### src/rtl/aorc_pkg.sv
// Shared types and constants for the ADC oversampling accumulator with range check.
// No dependencies; imported by aorc_accum, the top level and the testbench.
package aorc_pkg;

	localparam int unsigned ConvW = 16;
	localparam int unsigned CountW = 8;
	localparam int unsigned FillW = 6;
	localparam int unsigned CfgIdxW = 3;
	localparam int unsigned CfgDataW = 16;
	localparam logic [FillW:0] SumBytes = 7'd2;

	typedef enum logic [CfgIdxW-1:0] {
		CFG_SAMPLES_PER_SUM = 3'd0,
		CFG_MIN_SUM         = 3'd1,
		CFG_MAX_SUM         = 3'd2,
		CFG_FAULT_LIMIT     = 3'd3,
		CFG_REPORT_BYTES    = 3'd4
	} aorc_cfg_idx_t;

	typedef struct packed {
		logic [CountW-1:0] samples_per_sum;
		logic [ConvW-1:0]  min_sum;
		logic [ConvW-1:0]  max_sum;
		logic [CountW-1:0] fault_limit;
		logic [FillW-1:0]  capacity;
	} aorc_cfg_t;

	typedef struct packed {
		logic step;
		logic clear;
	} aorc_ctrl_t;

	typedef struct packed {
		logic [FillW-1:0] report_length;
		logic             report_end;
		logic             range_fault;
		logic             out_of_range;
		logic [ConvW-1:0] sum;
	} aorc_result_t;

endpackage

### src/rtl/aorc_accum.sv
// Group accumulator, range check, fault run counter and report fill tracking.
// Depends on aorc_pkg for the configuration, control and result types.
module aorc_accum import aorc_pkg::*; (
	input  logic             clk,
	input  logic             arst_n,
	input  aorc_cfg_t        cfg,
	input  aorc_ctrl_t       ctrl,
	input  logic [ConvW-1:0] conversion,
	output logic             produce,
	output aorc_result_t     result
);

	logic [CountW-1:0] group_pos_q;
	logic [ConvW-1:0]  run_sum_q;
	logic [CountW-1:0] bad_cnt_q;
	logic [FillW-1:0]  fill_q;

	logic              restart;
	logic [ConvW-1:0]  sum_next;
	logic [CountW-1:0] pos_inc;
	logic              bad;
	logic [CountW-1:0] bad_inc;
	logic              fault;
	logic [CountW-1:0] bad_next;
	logic [FillW:0]    fill_add;
	logic              rep_end;
	logic [FillW-1:0]  fill_next;

	always_comb begin
		restart  = (group_pos_q == '0) || (group_pos_q >= cfg.samples_per_sum);
		sum_next = restart ? conversion : run_sum_q + conversion;
		pos_inc  = restart ? CountW'(1) : group_pos_q + CountW'(1);
		produce  = ctrl.step && (pos_inc >= cfg.samples_per_sum);

		bad      = (sum_next < cfg.min_sum) || (sum_next > cfg.max_sum);
		bad_inc  = bad_cnt_q + CountW'(1);
		fault    = bad && (bad_inc >= cfg.fault_limit);
		bad_next = (bad && !fault) ? bad_inc : '0;

		// close the report when one more sum would not fit
		fill_add  = {1'b0, fill_q} + SumBytes;
		rep_end   = (fill_add + SumBytes) > {1'b0, cfg.capacity};
		fill_next = rep_end ? '0 : fill_add[FillW-1:0];

		result.sum           = sum_next;
		result.out_of_range  = bad;
		result.range_fault   = fault;
		result.report_end    = rep_end;
		result.report_length = fill_add[FillW-1:0];
	end

	always_ff @(posedge clk or negedge arst_n) begin
		if (!arst_n) begin
			group_pos_q <= '0;
			run_sum_q   <= '0;
			bad_cnt_q   <= '0;
			fill_q      <= '0;
		end else if (ctrl.clear) begin
			group_pos_q <= '0;
			fill_q      <= '0;
		end else if (ctrl.step) begin
			run_sum_q <= sum_next;
			if (produce) begin
				group_pos_q <= '0;
				bad_cnt_q   <= bad_next;
				fill_q      <= fill_next;
			end else begin
				group_pos_q <= pos_inc;
			end
		end
	end

endmodule

### src/rtl/adc_oversample_range_check.sv
// Top level: configuration registers, input stage, output register and stream handshake.
// Depends on aorc_pkg and aorc_accum.
//
//  channel  | dir | handshake          | payload
//  ---------+-----+--------------------+------------------------------------------------
//  s_*      | in  | s_tvalid/s_tready  | s_tdata[15:0] conversion
//  m_*      | out | m_tvalid/m_tready  | m_tdata sum, out_of_range, range_fault,
//           |     |                    |   report_length; m_tlast report_end
//  cfg_*    | in  | cfg_we (no wait)   | cfg_index selects register, cfg_data value
//
// One word is accepted per cycle unless the output stalls; the last conversion of a group passes
// the input stage, then its result word is loaded into the output register and presented.
// The accumulator add followed by the min/max compares sets the clock path.
// A stalled output holds the input stage; the input stage still refills while
// the output word waits, so one word in each register keeps the stream moving.
// Reset clears all control state and loads the register reset values.
module adc_oversample_range_check import aorc_pkg::*; #(
	parameter int unsigned REPORT_CAPACITY = 48
) (
	input  logic                clk,
	input  logic                arst_n,
	// conversion from the converter interface
	input  logic                s_tvalid,
	output logic                s_tready,
	input  logic [15:0]         s_tdata,   // [15:0] conversion
	// completed sums
	output logic                m_tvalid,
	input  logic                m_tready,
	output logic [23:0]         m_tdata,   // [15:0] sum, [16] out_of_range,
	                                       // [17] range_fault, [23:18] report_length
	output logic                m_tlast,   // report_end
	// register writes
	input  logic                cfg_we,
	input  logic [CfgIdxW-1:0]  cfg_index,
	input  logic [CfgDataW-1:0] cfg_data
);

	localparam logic [7:0] CapLimit = REPORT_CAPACITY[7:0];

	// configuration registers
	logic [CountW-1:0] samples_per_sum_q;
	logic [ConvW-1:0]  min_sum_q;
	logic [ConvW-1:0]  max_sum_q;
	logic [CountW-1:0] fault_limit_q;
	logic [FillW-1:0]  report_bytes_q;

	// input stage and output register
	logic              valid_s1;
	logic [ConvW-1:0]  conv_s1;
	logic              out_valid_q;
	aorc_result_t      out_q;

	logic              advance_s1;
	logic [FillW-1:0]  capacity;
	aorc_cfg_t         cfg;
	aorc_ctrl_t        ctrl;
	logic              produce;
	aorc_result_t      result;

	// register writes
	always_ff @(posedge clk or negedge arst_n) begin
		if (!arst_n) begin
			samples_per_sum_q <= '0;
			min_sum_q         <= '0;
			max_sum_q         <= '1;
			fault_limit_q     <= '0;
			report_bytes_q    <= '0;
		end else if (cfg_we) begin
			unique case (cfg_index)
				CFG_SAMPLES_PER_SUM: samples_per_sum_q <= cfg_data[CountW-1:0];
				CFG_MIN_SUM:         min_sum_q         <= cfg_data[ConvW-1:0];
				CFG_MAX_SUM:         max_sum_q         <= cfg_data[ConvW-1:0];
				CFG_FAULT_LIMIT:     fault_limit_q     <= cfg_data[CountW-1:0];
				CFG_REPORT_BYTES:    report_bytes_q    <= cfg_data[FillW-1:0];
				default: ;
			endcase
		end
	end

	// clamp the report size to what the design supports
	always_comb begin
		capacity = ({2'b00, report_bytes_q} > CapLimit) ? CapLimit[FillW-1:0] : report_bytes_q;
		cfg.samples_per_sum = samples_per_sum_q;
		cfg.min_sum         = min_sum_q;
		cfg.max_sum         = max_sum_q;
		cfg.fault_limit     = fault_limit_q;
		cfg.capacity        = capacity;
	end

	// advance the input stage when the output register is free or being drained
	assign advance_s1 = valid_s1 && (!out_valid_q || m_tready);
	assign s_tready   = !valid_s1 || advance_s1;

	// a zero group size drops conversions without touching state
	assign ctrl.step  = advance_s1 && (samples_per_sum_q != '0);
	assign ctrl.clear = cfg_we && ((cfg_index == CFG_SAMPLES_PER_SUM) ||
		(cfg_index == CFG_REPORT_BYTES));

	always_ff @(posedge clk or negedge arst_n) begin
		if (!arst_n) begin
			valid_s1 <= 1'b0;
		end else if (s_tready) begin
			valid_s1 <= s_tvalid;
		end
	end

	always_ff @(posedge clk) begin
		if (s_tready && s_tvalid) begin
			conv_s1 <= s_tdata;
		end
	end

	aorc_accum u_accum (
		.clk        (clk),
		.arst_n     (arst_n),
		.cfg        (cfg),
		.ctrl       (ctrl),
		.conversion (conv_s1),
		.produce    (produce),
		.result     (result)
	);

	// output register: load a finished sum, drop it once taken
	always_ff @(posedge clk or negedge arst_n) begin
		if (!arst_n) begin
			out_valid_q <= 1'b0;
		end else if (produce) begin
			out_valid_q <= 1'b1;
		end else if (m_tready) begin
			out_valid_q <= 1'b0;
		end
	end

	always_ff @(posedge clk) begin
		if (produce) begin
			out_q <= result;
		end
	end

	assign m_tvalid = out_valid_q;
	assign m_tdata  = {out_q.report_length, out_q.range_fault, out_q.out_of_range, out_q.sum};
	assign m_tlast  = out_q.report_end;

endmodule

### config.mk
export PLATFORM = sky130hd
export DESIGN_NAME = adc_oversample_range_check
export DESIGN_NICKNAME = d
export VERILOG_FILES = /design/src/rtl/aorc_pkg.sv /design/src/rtl/aorc_accum.sv /design/src/rtl/adc_oversample_range_check.sv
export SDC_FILE = /design/constraint.sdc
export NUM_CORES = 1
export LEC_CHECK = 0
export BUFFER_PORTS_ARGS = -buffer_cell sky130_fd_sc_hd__buf_2
export CAP_MARGIN = 10
export CORE_AREA = 4 4 143 145
export CTS_CLUSTER_SIZE = 10
export DETAILED_ROUTE_END_ITERATION = 8
export DIE_AREA = 0 0 147 149
export GPL_ROUTABILITY_DRIVEN = 0
export PLACE_DENSITY = 0.56
export REMOVE_ABC_BUFFERS = 1
export SETUP_SLACK_MARGIN = 0.3
export SYNTH_ARGS = -nofsm -noshare
export SYNTH_HDL_FRONTEND = slang
export SYNTH_SLANG_ARGS = --single-unit
### constraint.sdc
create_clock -name clk -period 4 [get_ports clk]
set_clock_uncertainty 0.15 [all_clocks]
set_input_delay 0.8 -clock clk [delete_from_list [all_inputs] [get_ports clk]]
set_output_delay 0.8 -clock clk [all_outputs]
set_load 0.03 [all_outputs]
==> flow_metrics.tcl, run 1 <==
set metrics [dict create \
    rows 51 \
    routed_wl_mm 19.6 \
    die_h_um 149 \
    grt_overflow 0 \
    setup_viol 10 \
    grt_usage 0.182 \
    antenna_found_initial 0 \
    grt_pass1_vias 6146 \
    slew_viol_final 0 \
    synth_top_family_by_area "simple AND/OR/NAND/NOR gates" \
    r2r-end "u_accum.bad_cnt_q[2]" \
    fmax_mhz 232 \
    synth_cells 758 \
    via_per_inst 4.97 \
    ys_warn_count 0 \
    antenna_left 0 \
    path_max_fanout 2 \
    cp-endpoint "u_accum.bad_cnt_q[2]" \
    drive_above_1_share 0.347 \
    synth.top_cell.area_share 0.254 \
    cp.required_ns 4.19 \
    worstMarginPinSlew_ns 0.894 \
    drt_iter0_markers 226 \
    crit_path_start_kind "flop" \
    syn_avg_cell_area_um2 10.0 \
    synth-seq-cells 133 \
    fp.dieW_um 147 \
    synth_edf_count 40 \
    yosysTopAreaCell "dfrtp_1" \
    async_reset_ff_frac 0.699 \
    ys_types 62 \
    synth-compound-area-share 0.134 \
    place_hpwl_mm 14.2 \
    yosysSeqAreaShare 0.468 \
    cts_inserted_buffers 17 \
    fin_util 0.535 \
    grt_pass1_wl_mm 31.6 \
    hp-class "in2async" \
    fin_hold_ws_ns 0.304 \
    synthMuxAreaShare 0.0383 \
    synth_adder_area_share 0.135 \
    final.min_clock_period_ns 4.32 \
    vdd_drop_max_v 0.000364 \
    dp_cells 1171 \
    reg2reg_from "conv_s1[1]" \
    port-buffer-count 65 \
    clkLatencyLatePin_ns 0.43 \
    hold_viol_final 0 \
    relSlewSlack 0.402 \
    start_util 0.395 \
    die_area_mm2 0.0219 \
    reg2reg_depth 19 \
    worst_slack_ns -0.318 \
    cts-root-buf "clkbuf_16" \
    end_kind "flop" \
    worstSetupStartpoint "conv_s1[1]" \
    drc 0 \
    drtPass1Iterations 5 \
    htree_levels 4 \
    syn2layout_area_growth_pct 35.5 \
    leakagePower_nw 4.78 \
    rrSetupSlack_ns -0.32 \
    core-area_mm2 0.0192 \
    synth_area_mm2 0.00758 \
    layout_commonest_cell "buf_4" \
    clk_pin_slew_ns 0.06 \
    synthTopCellsByArea "dfrtp_1, edfxtp_1, ha_1, nand2_1, dfstp_2" \
    vias 6128 \
    maxCapViolCount 0 \
    rsz0062_at_grt "yes" \
    clk_path_buf_depth 2 \
    cts_tree "built" \
    fin_cells 1234 \
    synthXorXnorAreaFrac 0.0381 \
    synthFlopType "dfrtp_1" \
    cts.sinks 133 \
    io_pins 67 \
    pre_cts_ws_ns -0.503 \
    layout_common_cells "buf_4, nand2_1, dfrtp_1" \
    period_share 1.08 \
    yosys.area_share.simple 0.143 \
    grt_max_degree 60 \
    outcome "finished with violations" \
    pwr_density_cell_mw_per_mm2 782 \
    violations "negative setup slack" \
    criticalPathCategory "reg2reg" \
    diodes 0 \
    wl_per_cell_um 15.9 \
    layout.nets 1077 \
    crit_arrival_ns 4.51 \
]
[report_power, final]
part	internal (mW)	switching (mW)	total (mW)
Clock	0.937	0.573	1.51
Combinational	2.35	2.28	4.63
Sequential	1.75	0.150	1.90
Total	5.03	3.00	8.03
[per-layer routing]
| metal | track usage | part of all wire | vias up |
|---|---|---|---|
| met2 | 0.293 | 0.48 | 92 |
| met3 | 0.0328 | 0.031 | 19 |
| li1 | - | - | 3064 |
| met1 | 0.253 | 0.48 | 2953 |
| met4 | 0.0545 | 0.015 | 0 |
| met5 | 0 | 0 | - |
[timing repair]
item | CTS | global route
buffers inserted | 15 | 14
hold buffers | 0 | 0
setup endpoints to repair | 47 | 47
pin swaps | 34 | 34
gates cloned | 1 | 1
gates resized for setup | 68 | 49
[kinds of logic after synthesis]
logic type / count (synthesis)
multiplexers: 26
AO/OA/AOI/OAI: 162
adder cells (fa/ha/maj): 81
flip-flops: 133
other: 1
XOR/XNOR: 33
AND/OR/NAND/NOR: 235
buffers and inverters: 87
[worst max-delay path, cell delays in order (launching register included)]
cell and delay (ns):
edfxtp_1 0.42, buf_4 0.16, buf_6 0.11, fa_2 0.36, a211oi_2 0.29, o21bai_2 0.11
a21oi_2 0.17, o21bai_1 0.13, a21oi_2 0.18, xor2_1 0.20, o21ai_2 0.12, ha_1 0.28
nand4_1 0.14, nor4_4 0.36, a2111oi_2 0.11, a31o_2 0.27, a21o_1 0.20, buf_4 0.13
or2_4 0.23, o2bb2ai_2 0.11
[worst min path at each step]
stage / end / cells after the start
after detailed placement: u_accum.run_sum_q[7] / 2
after floorplan: u_accum.run_sum_q[7] / 2
after CTS: u_accum.run_sum_q[7] / 2
after global placement: u_accum.run_sum_q[7] / 2
final: report_bytes_q[4] / 1
after global routing: report_bytes_q[4] / 1
[area by class of cell]
class	count	area [um2]
clock buffer	28	517
timing repair buffer	198	1430
sequential	133	3550
multi-input combinational	538	4130
tap	265	332
clock inverter	4	47.5
fill	1712	8930
inverter	68	268
[Yosys cell counts (all sizes together), types with 7 or more instances]
library cell  instances
o21ai                74
clkbuf               17
nand3                27
a21o                  7
nand2b                9
inv                  68
edfxtp               40
a21oi                30
ha                   80
dfrtp                77
xor2                 13
nor3                 11
mux2                 24
and3                 10
dfstp                16
nor2                 29
xnor2                20
nand2               119
[sequential cells by signal, indices dropped and copies added, names as in the netlist]
signal and cells:
min_sum_q 16, valid_s1 1, u_accum.fill_q 5, conv_s1 16, samples_per_sum_q 8, m_tlast 1
u_accum.group_pos_q 8, report_bytes_q 6, u_accum.bad_cnt_q 8, m_tvalid 1, m_tdata 23, fault_limit_q 8
u_accum.run_sum_q 16, max_sum_q 16
[metrics by stage]
step                instance area, um2  total power [mW]  TNS [ns]
finish                           10300              8.03     -2.44
global route                     10300              8.68     -4.53
CTS                               9920              7.67     -1.60
detailed placement                8980              5.61     -9.82
global placement                  8980              5.59     -9.87
floorplan                         7510              4.02    -10.42
Power figures use the tool's default switching activity.
==> run 2, diff against run 1 <==
--- a/config.mk
+++ b/config.mk
@@ -8,6 +8,7 @@
 export BUFFER_PORTS_ARGS = -buffer_cell sky130_fd_sc_hd__buf_2
 export CAP_MARGIN = 10
 export CORE_AREA = 4 4 143 145
+export CTS_CLUSTER_DIAMETER = 150
 export CTS_CLUSTER_SIZE = 10
 export DETAILED_ROUTE_END_ITERATION = 8
 export DIE_AREA = 0 0 147 149
==> constraint.sdc (replaced) <==
create_clock -name clk -period 4 [get_ports clk]
set_clock_uncertainty 0.15 [all_clocks]
set_input_delay 0.4 -clock clk [delete_from_list [all_inputs] [get_ports clk]]
set_output_delay 0.4 -clock clk [all_outputs]
set_load 0.03 [all_outputs]
==> flow_metrics.tcl, run 2 (same netlist as run 1, synthesis figures left out) <==
set metrics [dict create \
    outcome "finished with violations" \
    violations "negative hold slack, negative setup slack" \
    diodes 0 \
    rows 51 \
    cts.sinks 133 \
    fin_area_mm2 0.0103 \
    cts_tree "built" \
    hp-class "in2async" \
    num-fill-cells 1737 \
    seq_area_mm2 0.00355 \
    layout_common_cells "nand2_1, buf_4, dfrtp_1" \
    slew_viol_final 0 \
    grt_pass1_wl_mm 31.5 \
    antenna_found_initial 0 \
    crit_path_start_kind "flop" \
    maxCapViolCount 0 \
    vdd_drop_max_v 0.000387 \
    clk_path_buf_depth 2 \
    vias 6149 \
    layout_commonest_cell "nand2_1" \
    grt_usage 0.183 \
    fin_hold_ws_ns -0.0331 \
    via_per_inst 4.97 \
    grt_overflow 0 \
    worst_slack_ns -0.152 \
    critPathBufInv 1 \
    multi_input_area_mm2 0.00417 \
    grt_pass1_vias 6038 \
    die_h_um 149 \
    path_max_fanout 5 \
    start_util 0.395 \
    reg2reg_from "conv_s1[1]" \
    crit_arrival_ns 4.32 \
    core-area_mm2 0.0192 \
    routed_wl_mm 19.9 \
    reg2reg_depth 18 \
    grt_max_degree 70 \
    layout.nets 1079 \
    fmax_mhz 241 \
    setup_tns_ns -0.978 \
    leakagePower_nw 4.76 \
    drc 0 \
    pwr_density_cell_mw_per_mm2 778 \
    antenna_left 0 \
    clk_pin_slew_ns 0.06 \
    placed_cell_area_mm2 0.00896 \
    cp.required_ns 4.16 \
    criticalPathCategory "reg2reg" \
    period_share 1.04 \
    crit_cells 18 \
    setup_viol 9 \
    largest_register_ffs 23 \
    crit_slowest_cell "or4_4" \
    cp-endpoint "u_accum.bad_cnt_q[5]" \
    drive_above_1_share 0.339 \
    cts_inserted_buffers 17 \
    hold_viol_final 26 \
    worstSetupStartpoint "conv_s1[1]" \
    r2r-end "u_accum.bad_cnt_q[5]" \
    wl_per_cell_um 16.1 \
    rrSetupSlack_ns -0.15 \
    rsz0062_at_grt "yes" \
    syn2layout_area_growth_pct 36.2 \
    die_area_mm2 0.0219 \
    io_pins 67 \
    crit_chain "ha_4 -> a21oi_4 -> o211ai_2 -> or4_4 -> a31o_1 -> o41a_4 -> xnor2_2 -> nand2_2 -> xnor2_4 -> ha_4 -> nand2_4 -> nor3_2 -> o211ai_1 -> o31ai_4 -> a21o_1 -> buf_6 -> o21bai_1 -> a21o_1" \
    drtPass1Iterations 5 \
    cts-root-buf "clkbuf_16" \
    relSlewSlack 0.372 \
    fin_util 0.538 \
    slowest_delay_ns 0.50 \
    drt_iter0_markers 275 \
    clkLatencyLatePin_ns 0.42 \
    port-buffer-count 65 \
    crit_family "compound AO/OA/AOI/OAI gates" \
    htree_levels 4 \
    final.min_clock_period_ns 4.15 \
    end_kind "flop" \
    place_hpwl_mm 14.3 \
    fp.dieW_um 147 \
    worstMarginPinSlew_ns 0.942 \
]
-- run 2: cell count changes in the layout (fill, tap and decap cells not counted), moves of 3 or more --
| cell | before | now |
|---|---|---|
| o21ai_2 | 6 | 11 |
| clkbuf_8 | 5 | 1 |
| o21ai_0 | 57 | 53 |
| clkinv_2 | 2 | 5 |
| buf_4 | 119 | 108 |
| dlygate4sd3_1 | 0 | 15 |
-- run 2: cell type report --
| cell class | count | share of cell area |
|---|---|---|
| inverters | 68 | 0.0259 |
| clock buffers | 23 | 0.0464 |
| repair buffers | 200 | 0.141 |
| multi-input cells | 538 | 0.404 |
| flip-flops and latches | 133 | 0.344 |
| clock inverters | 9 | 0.00751 |
| well taps | 265 | 0.0321 |
-- run 2: worst reg2reg max path, delay by kind of cell (launching register included) --
family / cells / cell delay, ns
AND/OR/NAND/NOR: 4 / 0.80
XOR/XNOR: 2 / 0.32
AO/OA/AOI/OAI: 9 / 1.67
buffers and inverters: 1 / 0.12
adder cells (fa/ha/maj): 2 / 0.56
flip-flops: 1 / 0.43
-- run 2: what timing repair did --
action                                  CTS  global route
gates resized for setup                  59            64
setup buffers                            11             5
endpoints found under the hold margin    15             0
pin swaps                                26            32
hold buffers                             15             0
cloned                                    1             1
endpoints found under the setup margin   47            47
-- run 2: metrics by stage --
stage	hold slack, ns	cells	setup WS [ns]	power (mW)
after floorplan	-0.0456	739	-0.538	4.02
after global placement	0.307	1171	-0.391	5.59
after detailed placement	0.314	1171	-0.487	5.64
after CTS	0.000328	1230	-0.235	7.57
after global routing	0.0192	1236	-0.303	8.64
final	-0.0331	1236	-0.152	8.04
-- run 2: routing by layer --
metal  vias to the layer above  GRT usage  share of wire  wire [um]
met1                      2944      0.255           0.47       9420
met3                        28     0.0340          0.032        629
met5                         -          0              0          0
met2                       104      0.289           0.47       9410
met4                         0     0.0648          0.022        442
li1                       3073          -              -          -
-- run 2: how the worst min path moves through the flow --
stage / slack, ns / startpoint / end / cells past startpoint
floorplan: -0.05 / arst_n / fault_limit_q[0] / 0
global placement: 0.31 / u_accum.run_sum_q[7] / u_accum.run_sum_q[7] / 2
detailed placement: 0.31 / u_accum.run_sum_q[7] / u_accum.run_sum_q[7] / 2
CTS: 0.0003 / arst_n / u_accum.fill_q[2] / 1
global route: 0.02 / s_tdata[1] / conv_s1[1] / 1
finish: -0.03 / arst_n / report_bytes_q[4] / 1
-- run 2: power by group --
group / switching, mW / leakage [nW] / internal [mW]
logic: 2.33 / 2.97 / 2.30
clock network: 0.598 / 0.276 / 0.904
registers: 0.152 / 1.51 / 1.75
total: 3.08 / 4.76 / 4.95
